$ cat src/rtl/mbss_pkg.sv
`timescale 1ns / 1ps
// Shared constants, types and helpers of the masked byte signature scanner.
// No dependencies.
package mbss_pkg;

	localparam int PATTERN_BYTES = 16;
	localparam int ADDRESS_BITS  = 48;

	localparam int WIN_DEPTH = PATTERN_BYTES - 1;
	localparam int LEN_W     = $clog2(PATTERN_BYTES + 1);
	localparam int FILL_W    = $clog2(PATTERN_BYTES);

	localparam int CFG_DATA_W  = 64;
	localparam int CFG_INDEX_W = 3;
	localparam int CFG_LEN_W   = 5;
	localparam int CNT_W       = 16;

	localparam logic [CFG_INDEX_W-1:0] REG_PAT_LOW  = 3'd0;
	localparam logic [CFG_INDEX_W-1:0] REG_PAT_HIGH = 3'd1;
	localparam logic [CFG_INDEX_W-1:0] REG_CARE     = 3'd2;
	localparam logic [CFG_INDEX_W-1:0] REG_LEN      = 3'd3;
	localparam logic [CFG_INDEX_W-1:0] REG_LIMIT    = 3'd4;

	localparam logic [CFG_LEN_W-1:0] LEN_RESET = CFG_LEN_W'(16);

	typedef logic [PATTERN_BYTES-1:0][7:0] byte_seq_t;
	typedef logic [WIN_DEPTH-1:0][7:0]     byte_win_t;

	// settings seen by the compare stage
	typedef struct packed {
		byte_seq_t                pattern;
		logic [PATTERN_BYTES-1:0] care;
		logic [LEN_W-1:0]         len;
	} match_cfg_t;

	// pattern length clamped to 1..PATTERN_BYTES
	function automatic logic [LEN_W-1:0] eff_len(input logic [CFG_LEN_W-1:0] raw);
		logic [LEN_W-1:0] r;
		if (raw == '0) begin
			r = LEN_W'(1);
		end else if (raw > CFG_LEN_W'(PATTERN_BYTES)) begin
			r = LEN_W'(PATTERN_BYTES);
		end else begin
			r = LEN_W'(raw);
		end
		return r;
	endfunction

endpackage

$ cat src/rtl/mbss_match.sv
`timescale 1ns / 1ps
// Masked compare of the byte window against the signature.
// Depends on mbss_pkg.
module mbss_match (
	input  mbss_pkg::byte_seq_t  seq,
	input  mbss_pkg::match_cfg_t cfg,
	output logic                 hit
);

	logic [mbss_pkg::PATTERN_BYTES-1:0] miss;

	// seq[0] is the newest byte; pattern byte i lines up with seq[len-1-i]
	always_comb begin
		for (int i = 0; i < mbss_pkg::PATTERN_BYTES; i++) begin
			logic [mbss_pkg::LEN_W-1:0] back;
			back = cfg.len - mbss_pkg::LEN_W'(1) - mbss_pkg::LEN_W'(i);
			miss[i] = (mbss_pkg::LEN_W'(i) < cfg.len) && cfg.care[i] &&
				(seq[back[mbss_pkg::FILL_W-1:0]] != cfg.pattern[i]);
		end
	end

	assign hit = ~|miss;

endmodule

$ cat src/rtl/masked_byte_signature_scanner.sv
`timescale 1ns / 1ps
// Masked byte signature scanner: top level.
// Depends on mbss_pkg and mbss_match.
//
// Usage:
//  Input channel byte_valid/byte_ready carries one memory byte per item with
//  its address and a first_of_region flag that restarts the scan.
//  Output channel match_valid/match_ready carries one item per matching
//  window: start address, match ordinal and a limit-reached flag.
//  Bytes with no match produce no output item.
//  Configuration is a write-only port (cfg_write_en, cfg_index, cfg_data),
//  to be written only while the block is idle; the block doesn't check.
//  Timing: a byte is registered on accept in the input register and is
//  compared from there; its match is loaded into the output register when
//  the compare stage advances, which a receiver stall can hold off.
//  Throughput: one byte per cycle unless the receiver stalls; set by the
//  single compare stage between the input register and the output register.
//  When the receiver stalls with a match pending, the compare stage holds
//  its byte and byte_ready drops; nothing is dropped.
//  Reset clears the window, count, stop flag, both valid flags and the
//  configuration registers (pattern length resets to 16).
module masked_byte_signature_scanner (
	input  logic                                clk,
	input  logic                                arst_n,
	input  logic                                byte_valid,
	output logic                                byte_ready,
	input  logic [7:0]                          data_byte,
	input  logic [mbss_pkg::ADDRESS_BITS-1:0]   byte_address,
	input  logic                                first_of_region,
	output logic                                match_valid,
	input  logic                                match_ready,
	output logic [mbss_pkg::ADDRESS_BITS-1:0]   match_address,
	output logic [mbss_pkg::CNT_W-1:0]          match_number,
	output logic                                limit_reached,
	input  logic                                cfg_write_en,
	input  logic [mbss_pkg::CFG_INDEX_W-1:0]    cfg_index,
	input  logic [mbss_pkg::CFG_DATA_W-1:0]     cfg_data
);

	// configuration registers
	logic [63:0]                      pat_low_q;
	logic [63:0]                      pat_high_q;
	logic [mbss_pkg::PATTERN_BYTES-1:0] care_q;
	logic [mbss_pkg::CFG_LEN_W-1:0]   len_q;
	logic [mbss_pkg::CNT_W-1:0]       limit_q;

	// input stage
	logic                              valid_s1;
	logic [7:0]                        data_s1;
	logic [mbss_pkg::ADDRESS_BITS-1:0] addr_s1;
	logic                              first_s1;

	// scan state
	mbss_pkg::byte_win_t          win_q;
	logic [mbss_pkg::FILL_W-1:0]  fill_q;
	logic [mbss_pkg::CNT_W-1:0]   cnt_q;
	logic                         stop_q;

	// compare stage
	logic                         advance;
	mbss_pkg::byte_seq_t          seq;
	mbss_pkg::match_cfg_t         mcfg;
	logic                         hit_raw;
	logic                         hit;
	logic [mbss_pkg::FILL_W-1:0]  fill_base;
	logic [mbss_pkg::FILL_W-1:0]  fill_next;
	logic [mbss_pkg::CNT_W-1:0]   cnt_base;
	logic [mbss_pkg::CNT_W-1:0]   cnt_inc;
	logic                         stop_base;
	logic                         at_limit;
	logic                         fill_ok;

	// output register
	logic                              out_valid_q;
	logic [mbss_pkg::ADDRESS_BITS-1:0] out_addr_q;
	logic [mbss_pkg::CNT_W-1:0]        out_num_q;
	logic                              out_lim_q;

	always_ff @(posedge clk or negedge arst_n) begin
		if (!arst_n) begin
			pat_low_q  <= '0;
			pat_high_q <= '0;
			care_q     <= '0;
			len_q      <= mbss_pkg::LEN_RESET;
			limit_q    <= '0;
		end else if (cfg_write_en) begin
			unique case (cfg_index)
				mbss_pkg::REG_PAT_LOW:  pat_low_q  <= cfg_data;
				mbss_pkg::REG_PAT_HIGH: pat_high_q <= cfg_data;
				mbss_pkg::REG_CARE:     care_q     <= cfg_data[mbss_pkg::PATTERN_BYTES-1:0];
				mbss_pkg::REG_LEN:      len_q      <= cfg_data[mbss_pkg::CFG_LEN_W-1:0];
				mbss_pkg::REG_LIMIT:    limit_q    <= cfg_data[mbss_pkg::CNT_W-1:0];
				default: ;
			endcase
		end
	end

	assign advance    = valid_s1 && (!out_valid_q || match_ready);
	assign byte_ready = !valid_s1 || advance;

	always_ff @(posedge clk or negedge arst_n) begin
		if (!arst_n) begin
			valid_s1 <= 1'b0;
		end else if (byte_ready) begin
			valid_s1 <= byte_valid;
		end
	end

	always_ff @(posedge clk) begin
		if (byte_ready && byte_valid) begin
			data_s1  <= data_byte;
			addr_s1  <= byte_address;
			first_s1 <= first_of_region;
		end
	end

	// newest byte first, then the window as cleared by a region start
	always_comb begin
		seq[0] = data_s1;
		for (int k = 1; k < mbss_pkg::PATTERN_BYTES; k++) begin
			seq[k] = first_s1 ? 8'd0 : win_q[k-1];
		end
	end

	assign mcfg.pattern = {pat_high_q, pat_low_q};
	assign mcfg.care    = care_q;
	assign mcfg.len     = mbss_pkg::eff_len(len_q);

	mbss_match u_match (
		.seq (seq),
		.cfg (mcfg),
		.hit (hit_raw)
	);

	assign fill_base = first_s1 ? '0 : fill_q;
	assign cnt_base  = first_s1 ? '0 : cnt_q;
	assign stop_base = first_s1 ? 1'b0 : stop_q;
	assign fill_ok   = (mbss_pkg::LEN_W'(fill_base) + mbss_pkg::LEN_W'(1)) >= mcfg.len;
	assign hit       = hit_raw && fill_ok && !stop_base;
	assign cnt_inc   = (cnt_base == '1) ? cnt_base : cnt_base + mbss_pkg::CNT_W'(1);
	assign at_limit  = (limit_q != '0) && (cnt_inc == limit_q);
	assign fill_next = (fill_base < mbss_pkg::FILL_W'(mbss_pkg::WIN_DEPTH)) ?
		fill_base + mbss_pkg::FILL_W'(1) : fill_base;

	always_ff @(posedge clk or negedge arst_n) begin
		if (!arst_n) begin
			win_q  <= '0;
			fill_q <= '0;
			cnt_q  <= '0;
			stop_q <= 1'b0;
		end else if (advance) begin
			for (int k = 0; k < mbss_pkg::WIN_DEPTH; k++) begin
				win_q[k] <= seq[k];
			end
			fill_q <= fill_next;
			cnt_q  <= hit ? cnt_inc : cnt_base;
			stop_q <= hit ? (stop_base || at_limit) : stop_base;
		end
	end

	always_ff @(posedge clk or negedge arst_n) begin
		if (!arst_n) begin
			out_valid_q <= 1'b0;
		end else if (advance) begin
			out_valid_q <= hit;
		end else if (match_ready) begin
			out_valid_q <= 1'b0;
		end
	end

	always_ff @(posedge clk) begin
		if (advance && hit) begin
			out_addr_q <= addr_s1 - mbss_pkg::ADDRESS_BITS'(mcfg.len - mbss_pkg::LEN_W'(1));
			out_num_q  <= cnt_inc;
			out_lim_q  <= at_limit;
		end
	end

	assign match_valid   = out_valid_q;
	assign match_address = out_addr_q;
	assign match_number  = out_num_q;
	assign limit_reached = out_lim_q;

`ifndef SYNTH
	a_num_nonzero: assert property (@(posedge clk) disable iff (!arst_n)
		out_valid_q |-> (out_num_q != '0))
		else $error("match item with zero ordinal");

	a_limit_num: assert property (@(posedge clk) disable iff (!arst_n)
		(out_valid_q && out_lim_q) |-> (out_num_q == limit_q))
		else $error("limit flag on wrong ordinal");

	a_region_fill: assert property (@(posedge clk) disable iff (!arst_n)
		(advance && first_s1) |=> (fill_q == mbss_pkg::FILL_W'(1)))
		else $error("region start did not restart window fill");

	a_stall_holds: assert property (@(posedge clk) disable iff (!arst_n)
		!byte_ready |-> (valid_s1 && out_valid_q && !match_ready))
		else $error("input stalled without a pending output");
`endif

endmodule
$ cat config.mk
export PLATFORM = sky130hd
export DESIGN_NAME = masked_byte_signature_scanner
export DESIGN_NICKNAME = d
export VERILOG_FILES = /design/src/rtl/mbss_pkg.sv /design/src/rtl/mbss_match.sv /design/src/rtl/masked_byte_signature_scanner.sv
export SDC_FILE = /design/constraint.sdc
export NUM_CORES = 1
export LEC_CHECK = 0
export ABC_CLOCK_PERIOD_IN_PS = 12800
export BUFFER_PORTS_ARGS = -buffer_cell sky130_fd_sc_hd__buf_2
export CORE_MARGIN = 2
export CORE_UTILIZATION = 67
export DETAILED_ROUTE_END_ITERATION = 8
export GPL_TIMING_DRIVEN = 0
export PLACE_DENSITY = 0.87
export SLEW_MARGIN = 20
export SYNTH_ARGS = -nofsm -noshare
export SYNTH_HDL_FRONTEND = slang
export SYNTH_SLANG_ARGS = --single-unit
$ cat constraint.sdc
create_clock -name clk -period 12.8 [get_ports clk]
set_clock_uncertainty 0.05 [all_clocks]
set_input_delay 2.56 -clock clk [delete_from_list [all_inputs] [get_ports clk]]
set_output_delay 2.56 -clock clk [all_outputs]
set_load 0.05 [all_outputs]
After elaboration in Yosys (flattened, before gate mapping)
Cells that the tools add are included.
{"block": "totals", "ff_bits": 430, "input_bits": 129, "output_inout_bits": 67, "wordCells": 222}
{"block": "classes", "addsub": 21, "order_cmp": 35, "eq_ne": 22, "n_mux": 58, "reduce_logical": 55}
{"op": "binary-select mux 8 bit (select 4 bit)", "n": 16}
{"op": "two-way mux 8 bit", "n": 31}
{"op": "inequality test 8 bit", "n": 16}
{"op": "less-than comparator 4 x 5 -> 1 bit (second input constant)", "n": 16}
{"op": "two-way mux 16 bit", "n": 3}
{"op": "subtractor 48 bit", "n": 1}
{"op": "less-than comparator 4 x 5 -> 1 bit (first input constant)", "n": 8}
{"op": "logical AND 1 bit", "n": 38}
{"op": "subtractor 4 bit (second input constant)", "n": 8}
{"op": "less-than comparator 3 x 5 -> 1 bit (first input constant)", "n": 4}
{"op": "adder 16 x 1 -> 16 bit (second input constant)", "n": 1}
{"op": "equality test 16 bit", "n": 1}
{"op": "equality test 16 bit (second input constant)", "n": 1}
{"op": "nonzero test 16 bit", "n": 1}
{"op": "OR reduction 16 bit", "n": 1}
{"op": "subtractor 4 x 3 -> 4 bit (second input constant)", "n": 4}
{"op": "less-than comparator 1 x 5 -> 1 bit (first input constant)", "n": 2}
{"op": "less-than comparator 2 x 5 -> 1 bit (first input constant)", "n": 2}
{"op": "two-way mux 5 bit", "n": 2}
{"op": "AND reduction 2 bit", "n": 5}
{"op": "two-way mux 4 bit", "n": 2}
{"op": "subtractor 4 x 1 -> 4 bit (second input constant)", "n": 2}
{"op": "subtractor 4 x 2 -> 4 bit (second input constant)", "n": 2}
{"op": "equality test 3 x 2 -> 1 bit (second input constant)", "n": 2}
{"op": "other kinds (14)", "n": 22}

Logic depth before layout (Yosys ltp)
{"block": "logic_depth", "ltp_word": 14, "mapped_depth": 28, "depth_no_buf": 20}

By module
From an unflattened synthesis, not the netlist that was laid out.
{"block": "hier_totals", "hier_cells": 2391, "area_unflattened_um2": 27767.9}
{"mod": "masked_byte_signature_scanner", "instances": 1, "cells_each": 1492, "area_each_um2": 19546.2, "seq_area_each_um2": 11372.2}
{"mod": "mbss_match", "instances": 1, "cells_each": 899, "area_each_um2": 8221.6, "seq_area_each_um2": 0.0}

Least setup slack after synthesis
Ideal clock, no wire load.
{"block": "synth_timing", "path_type": "reg-to-reg", "start": "register len_q[4] (netlist name)", "end": "register out_lim_q (netlist: limit_reached), enable pin", "setup_time_ns": 0.397, "arrival_ns": 7.090, "t_required_ns": 12.353, "path_slack_ns": 5.264, "stages_incl_launch_ff": 27, "n_path_buf": 13, "period_less_slack_ns": 7.536, "cell_sequence": "dfstp_2 -> buf_4 -> or4_4 -> buf_6 -> nand2_8 -> buf_6 -> buf_6 -> buf_6 -> buf_4 -> ha_1 -> buf_2 -> clkinv_1 -> buf_1 -> clkbuf_1 -> ha_1 -> clkbuf_1 -> buf_1 -> clkbuf_1 -> mux4_2 -> xnor2_1 -> nand4_1 -> o221ai_1 -> nand4_1 -> a2111oi_2 -> nand4_2 -> nor2_2 -> buf_2"}
{"block": "synth_between", "elab_chain_len": 14, "elab_cells_between_ends": 122, "cone_classes": "add/sub: 16; order compare: 18; eq/ne: 16; mux: 34; reduce/logical: 38"}
{"element": "start: declaration", "line": "masked_byte_signature_scanner.sv:44", "text": "logic [mbss_pkg::CFG_LEN_W-1:0] len_q;"}
{"element": "start signal: assignment", "line": "masked_byte_signature_scanner.sv:84", "text": "len_q <= mbss_pkg::LEN_RESET;"}
{"element": "start signal: assignment", "line": "masked_byte_signature_scanner.sv:91", "text": "mbss_pkg::REG_LEN: len_q <= cfg_data[mbss_pkg::CFG_LEN_W-1:0];"}
{"element": "> comparator 5 bit", "line": "mbss_pkg.sv:41", "text": "end else if (raw > CFG_LEN_W'(PATTERN_BYTES)) begin"}
{"element": "two-way mux 5 bit", "line": "mbss_pkg.sv:41"}
{"element": "two-way mux 5 bit (*)", "line": "mbss_pkg.sv:39", "text": "if (raw == '0) begin"}
{"element": "subtractor 4 x 1 -> 4 bit", "line": "mbss_match.sv:16", "text": "back = cfg.len - mbss_pkg::LEN_W'(1) - mbss_pkg::LEN_W'(i);"}
{"element": "subtractor 4 x 1 -> 4 bit, or another cell as far along", "line": "mbss_match.sv:16"}
{"element": "binary-select mux 8 bit (select 4 bit)", "line": "mbss_match.sv:18", "text": "(seq[back[mbss_pkg::FILL_W-1:0]] != cfg.pattern[i]);"}
{"element": "two-way mux 8 bit (implied by the code)", "line": "mbss_match.sv:18"}
{"element": "inequality test 8 bit", "line": "mbss_match.sv:18"}
{"element": "logical AND 1 bit", "line": "mbss_match.sv:17", "text": "miss[i] = (mbss_pkg::LEN_W'(i) < cfg.len) && cfg.care[i] &&"}
{"element": "OR reduction 16 bit", "line": "mbss_match.sv:22", "text": "assign hit = ~|miss;"}
{"element": "logical NOT 1 bit", "line": "mbss_match.sv:22"}
{"element": "logical AND 1 bit (*) (2 in a row)", "line": "masked_byte_signature_scanner.sv:139", "text": "assign hit = hit_raw && fill_ok && !stop_base;"}
{"element": "logical AND 1 bit (*)", "line": "masked_byte_signature_scanner.sv:172", "text": "if (advance && hit) begin"}
{"element": "end signal: assignment", "line": "masked_byte_signature_scanner.sv:175", "text": "out_lim_q <= at_limit;"}
{"element": "end: declaration", "line": "masked_byte_signature_scanner.sv:77", "text": "logic out_lim_q;"}
Mark *: on every way between the ends. The rest lies on a longest branch, timed or not. The select of a mux whose other input is x is not followed.
A chain may end at the register's enable or synchronous reset.

Worst setup path after layout
{"block": "layout_timing", "start": "register len_q[1] (netlist name)", "end": "register out_addr_q (netlist bit match_address[29]), enable pin"}
{"block": "layout_between", "elab_chain_len": 14, "elab_cells_between_ends": 122, "cone_classes": "add/sub: 16; order compare: 18; eq/ne: 16; mux: 34; reduce/logical: 38"}
{"element": "> comparator 5 bit", "line": "mbss_pkg.sv:41"}
{"element": "two-way mux 5 bit", "line": "mbss_pkg.sv:41"}
{"element": "two-way mux 5 bit (*)", "line": "mbss_pkg.sv:39"}
{"element": "subtractor 4 x 1 -> 4 bit", "line": "mbss_match.sv:16"}
{"element": "subtractor 4 x 1 -> 4 bit, or another cell as far along", "line": "mbss_match.sv:16"}
{"element": "binary-select mux 8 bit (select 4 bit)", "line": "mbss_match.sv:18"}
{"element": "two-way mux 8 bit (implied by the code)", "line": "mbss_match.sv:18"}
{"element": "inequality test 8 bit", "line": "mbss_match.sv:18"}
{"element": "logical AND 1 bit", "line": "mbss_match.sv:17"}
{"element": "OR reduction 16 bit", "line": "mbss_match.sv:22"}
{"element": "logical NOT 1 bit", "line": "mbss_match.sv:22"}
{"element": "logical AND 1 bit (*) (2 in a row)", "line": "masked_byte_signature_scanner.sv:139"}
{"element": "logical AND 1 bit (*)", "line": "masked_byte_signature_scanner.sv:172"}
{"element": "end signal: assignment", "line": "masked_byte_signature_scanner.sv:173", "text": "out_addr_q <= addr_s1 - mbss_pkg::ADDRESS_BITS'(mcfg.len - mbss_pkg::LEN_W'(1));"}
{"element": "end: declaration", "line": "masked_byte_signature_scanner.sv:75", "text": "logic [mbss_pkg::ADDRESS_BITS-1:0] out_addr_q;"}
Marked as above.

==> results.json <==
{
  "status": "finished, final reports clean",
  "postRouteAntennaNets": 0,
  "slowest_stage": "sky130_fd_sc_hd__nor4_1",
  "cts_inserted_buffers": 47,
  "maximum_number_of_pins_on_one_net_before_global_route_repair": 97,
  "global_route.usage.total_pct": 43.67,
  "grt_overflow_total": 0,
  "seq_area_frac_synth_pct": 41.20,
  "synth_mux_area_share_pct": 27.14,
  "first_global_vias": 21680,
  "place.gp.congestion": 1.081,
  "layout.nets": 2828,
  "critical_path_peak_fanout": 60,
  "leading_cell_type_by_number_of_instances_after_synthesis": "sky130_fd_sc_hd__nand2_1",
  "place_ws_ps": 2111,
  "holdBufCountCts": 0,
  "worstReg2RegStart": "len_q[1]$_DFFE_PN0P_",
  "yosys.area_share.xor_xnor_pct": 6.790,
  "synth.avg_cell_area_um2": 11.58,
  "vias_cell": 6.891,
  "cts_tree": "yes",
  "synth_top_family_by_area": "multiplexers",
  "floorplan.die_area_mm2": 0.04284,
  "synthSimpleGateAreaFrac_pct": 12.18,
  "ctsLongestPathBuffers": 3,
  "synthesis.yosys.warnings": 0,
  "tightestPinTransition_ps": 1246,
  "timing_max_transition_violations_final": 0,
  "start_util_pct": 67.76,
  "crit_start": "len_q[1]$_DFFE_PN0P_",
  "ir_drop_worst_case_vdd_mv": 0.1302,
  "power_density_mw_per_mm2": 174.2,
  "design_power_total_mw": 5.416,
  "postCtsResizedCells": 0,
  "maxcap_viol_count": 0,
  "clock.fmax_mhz": 89.27,
  "placement_rows": 74,
  "arrival_ps": 11390,
  "buffer_ports.inserted": 195,
  "number_of_hold_slack_violations_in_the_final_timing_report": 0,
  "asyncSetResetFlopFracSynth_pct": 71.63,
  "worst_slack_ps": 1598,
  "ys_seq_elements": 430,
  "core_area_mm2": 0.04074,
  "synthDominantAreaCellType": "sky130_fd_sc_hd__dfrtp_1",
  "postSynthCellCount": 2383,
  "synth_area_mm2": 0.02760,
  "areaGrowthSynthToFinish_pct": 12.66,
  "max_slew_margin_pct": 16.16,
  "fin_crit_share_pct": 87.51,
  "routedWlPerCell_um": 28.80,
  "ios": 196,
  "clk_sinks": 430,
  "power_leakage_nw": 12.88,
  "worst-setup-path-type": "register to register",
  "r2r_end": "match_address[29]$_DFFE_PP_",
  "drc": 0,
  "synth_cell_type_count": 84,
  "worst_skew_pair_latency_ps": 590,
  "accumulated_negative_setup_slack_ps": 0,
  "worst_ep_required_time_ps": 12990,
  "critPathMaxStageDelay_ps": 1050,
  "postSynthNetCount": 2577,
  "r2r_setup_slack_ps": 1600,
  "first_pass_iters": 7,
  "detail_route.iter0.violations": 2778,
  "antenna_found_initial": 4,
  "vias_after_detailed_routing": 22100,
  "post_cts_buffers": 0,
  "synth_compound_gate_area_share_pct": 6.912,
  "path_type_of_the_worst_min_delay_path": "register to register",
  "setup.worst_path.start_class": "register",
  "worst_path_most_repeated_cell": "sky130_fd_sc_hd__buf_6",
  "routed_wl_mm": 92.36,
  "die_width_um": 207.0,
  "ff_to_ff_path_depth": 26,
  "finalSetupViolCount": 0,
  "clk_transition_reported_paths_ps": 60,
  "number_of_synthesized_flops_with_an_enable_pin": 122,
  "final_layout_size_suffix_gt1_share_pct": 26.46,
  "final_period_minus_worst_setup_slack_ps": 11200,
  "clock_tree.htree_level_count": 2,
  "post-synth-top-area-fraction_pct": 27.83,
  "main_flop_type_after_synthesis": "sky130_fd_sc_hd__dfrtp_1",
  "synth-adder-area-share_pct": 3.046,
  "clock-root-buffer": "sky130_fd_sc_hd__clkbuf_16",
  "die_height_um": 207.0,
  "synthTopCellsByCount": "330 x sky130_fd_sc_hd__nand2_1, 307 x sky130_fd_sc_hd__dfrtp_1, 199 x sky130_fd_sc_hd__mux2_2, 166 x sky130_fd_sc_hd__mux4_2, 151 x sky130_fd_sc_hd__mux2i_1",
  "timing.critical_path.to": "match_address[29]$_DFFE_PP_",
  "layout.filler_cells": 2542,
  "wire_length_of_the_first_global_routing_pass_mm": 136.1,
  "dp.final_hpwl_mm": 70.44,
  "grt_setup_unrepaired": "no",
  "synth_area_leaders": "sky130_fd_sc_hd__dfrtp_1 28%, sky130_fd_sc_hd__mux4_2 14%, sky130_fd_sc_hd__edfxtp_1 13%, sky130_fd_sc_hd__mux2_2 8.1%, sky130_fd_sc_hd__mux2i_1 5.5%",
  "end_kind": "register"
}
-- power breakdown --
group	total [mW]	internal [mW]	switching (mW)
Sequential	1.71	1.59	0.122
Clock	1.43	0.860	0.570
Combinational	2.27	0.965	1.31
-- worst min-delay path by stage --
stage,start,end,slack [ps],depth (start not counted)
CTS,win_q[16]$_DFFE_PN0P_,win_q[16]$_DFFE_PN0P_,420,2
finish,win_q[7]$_DFFE_PN0P_,win_q[7]$_DFFE_PN0P_,420,2
global route,win_q[108]$_DFFE_PN0P_,win_q[108]$_DFFE_PN0P_,440,2
floorplan,win_q[0]$_DFFE_PN0P_,win_q[0]$_DFFE_PN0P_,390,2
global placement,win_q[44]$_DFFE_PN0P_,win_q[44]$_DFFE_PN0P_,400,2
detailed placement,win_q[16]$_DFFE_PN0P_,win_q[16]$_DFFE_PN0P_,400,2
-- layer usage --
metal  vias to the layer above  global-route usage [%]  part of all wire [%]
met2                      1503                   68.29                    46
met4                         2                   21.48                   5.6
met5                         -                  0.8065                 0.055
met1                     11060                   57.81                    37
met3                       288                   10.06                    11
li1                       9248                       -                     -
-- kinds of logic after synthesis --
group	Yosys count
flops	430
xor+xnor	208
simple gates	696
buf+inv	173
mux	516
fa+ha+maj	67
compound gates	293
-- state kept, by name, indices dropped and copies added, names as in the netlist, 4 cells and up --
signal and flops:
addr_s1 48, care_q 16, cnt_q 16, data_s1 8, fill_q 4, len_q 5, limit_q 16, match_address 48
match_number 16, pat_high_q 64, pat_low_q 64, win_q 120
-- final cells by class --
type	count	area, µm²	share of cell area [%]
sequential	430	11370	36.57
clock inverter	14	156.4	0.5029
tap	532	665.6	2.140
inverter	39	153.9	0.4949
timing repair buffer	202	1149	3.693
multi-input combinational	1780	15500	49.85
antenna	3	7.507	0.02414
buffer	134	605.6	1.947
clock buffer	73	1485	4.776
-- through the flow --
step | util [%] | std cells | instance area [µm²] | hold slack (ps)
finish | 76.34 | 3207 | 31100 | 418.2
global route | 76.34 | 3207 | 31100 | 438.4
CTS | 76.30 | 3204 | 31080 | 418.2
detailed placement | 72.27 | 3117 | 29440 | 404.0
global placement | 71.79 | 3110 | 29250 | 399.8
floorplan | - | 2383 | 27600 | 388.0
-- worst max-delay path: cells and delay by family, from the launching register on --
kind	cells	cell delay, ps
buffers and inverters	14	5210
AND/OR/NAND/NOR	5	2500
AO/OA/AOI/OAI	2	1030
adder cells (fa/ha/maj)	2	680
multiplexers	2	640
flip-flops	1	480
XOR/XNOR	1	120
-- cell usage in the layout (no fill, tap or decap), types with 18 or more instances in the layout --
cell / instances
sky130_fd_sc_hd__nand3_1: 23
sky130_fd_sc_hd__nand4_1: 40
sky130_fd_sc_hd__clkbuf_1: 102
sky130_fd_sc_hd__nor2_1: 63
sky130_fd_sc_hd__nand2b_1: 28
sky130_fd_sc_hd__clkbuf_16: 53
sky130_fd_sc_hd__a21o_1: 34
sky130_fd_sc_hd__o21ai_0: 84
sky130_fd_sc_hd__xnor2_1: 141
sky130_fd_sc_hd__a21oi_1: 71
sky130_fd_sc_hd__xor2_1: 62
sky130_fd_sc_hd__dfrtp_1: 307
sky130_fd_sc_hd__mux2_2: 199
sky130_fd_sc_hd__ha_1: 64
sky130_fd_sc_hd__nor2b_1: 137
sky130_fd_sc_hd__inv_1: 31
sky130_fd_sc_hd__edfxtp_1: 122
sky130_fd_sc_hd__mux2i_1: 151
sky130_fd_sc_hd__nand2_1: 330
sky130_fd_sc_hd__buf_2: 207
sky130_fd_sc_hd__mux4_2: 166
sky130_fd_sc_hd__nor3_1: 18
Power figures use the tool's default switching activity.
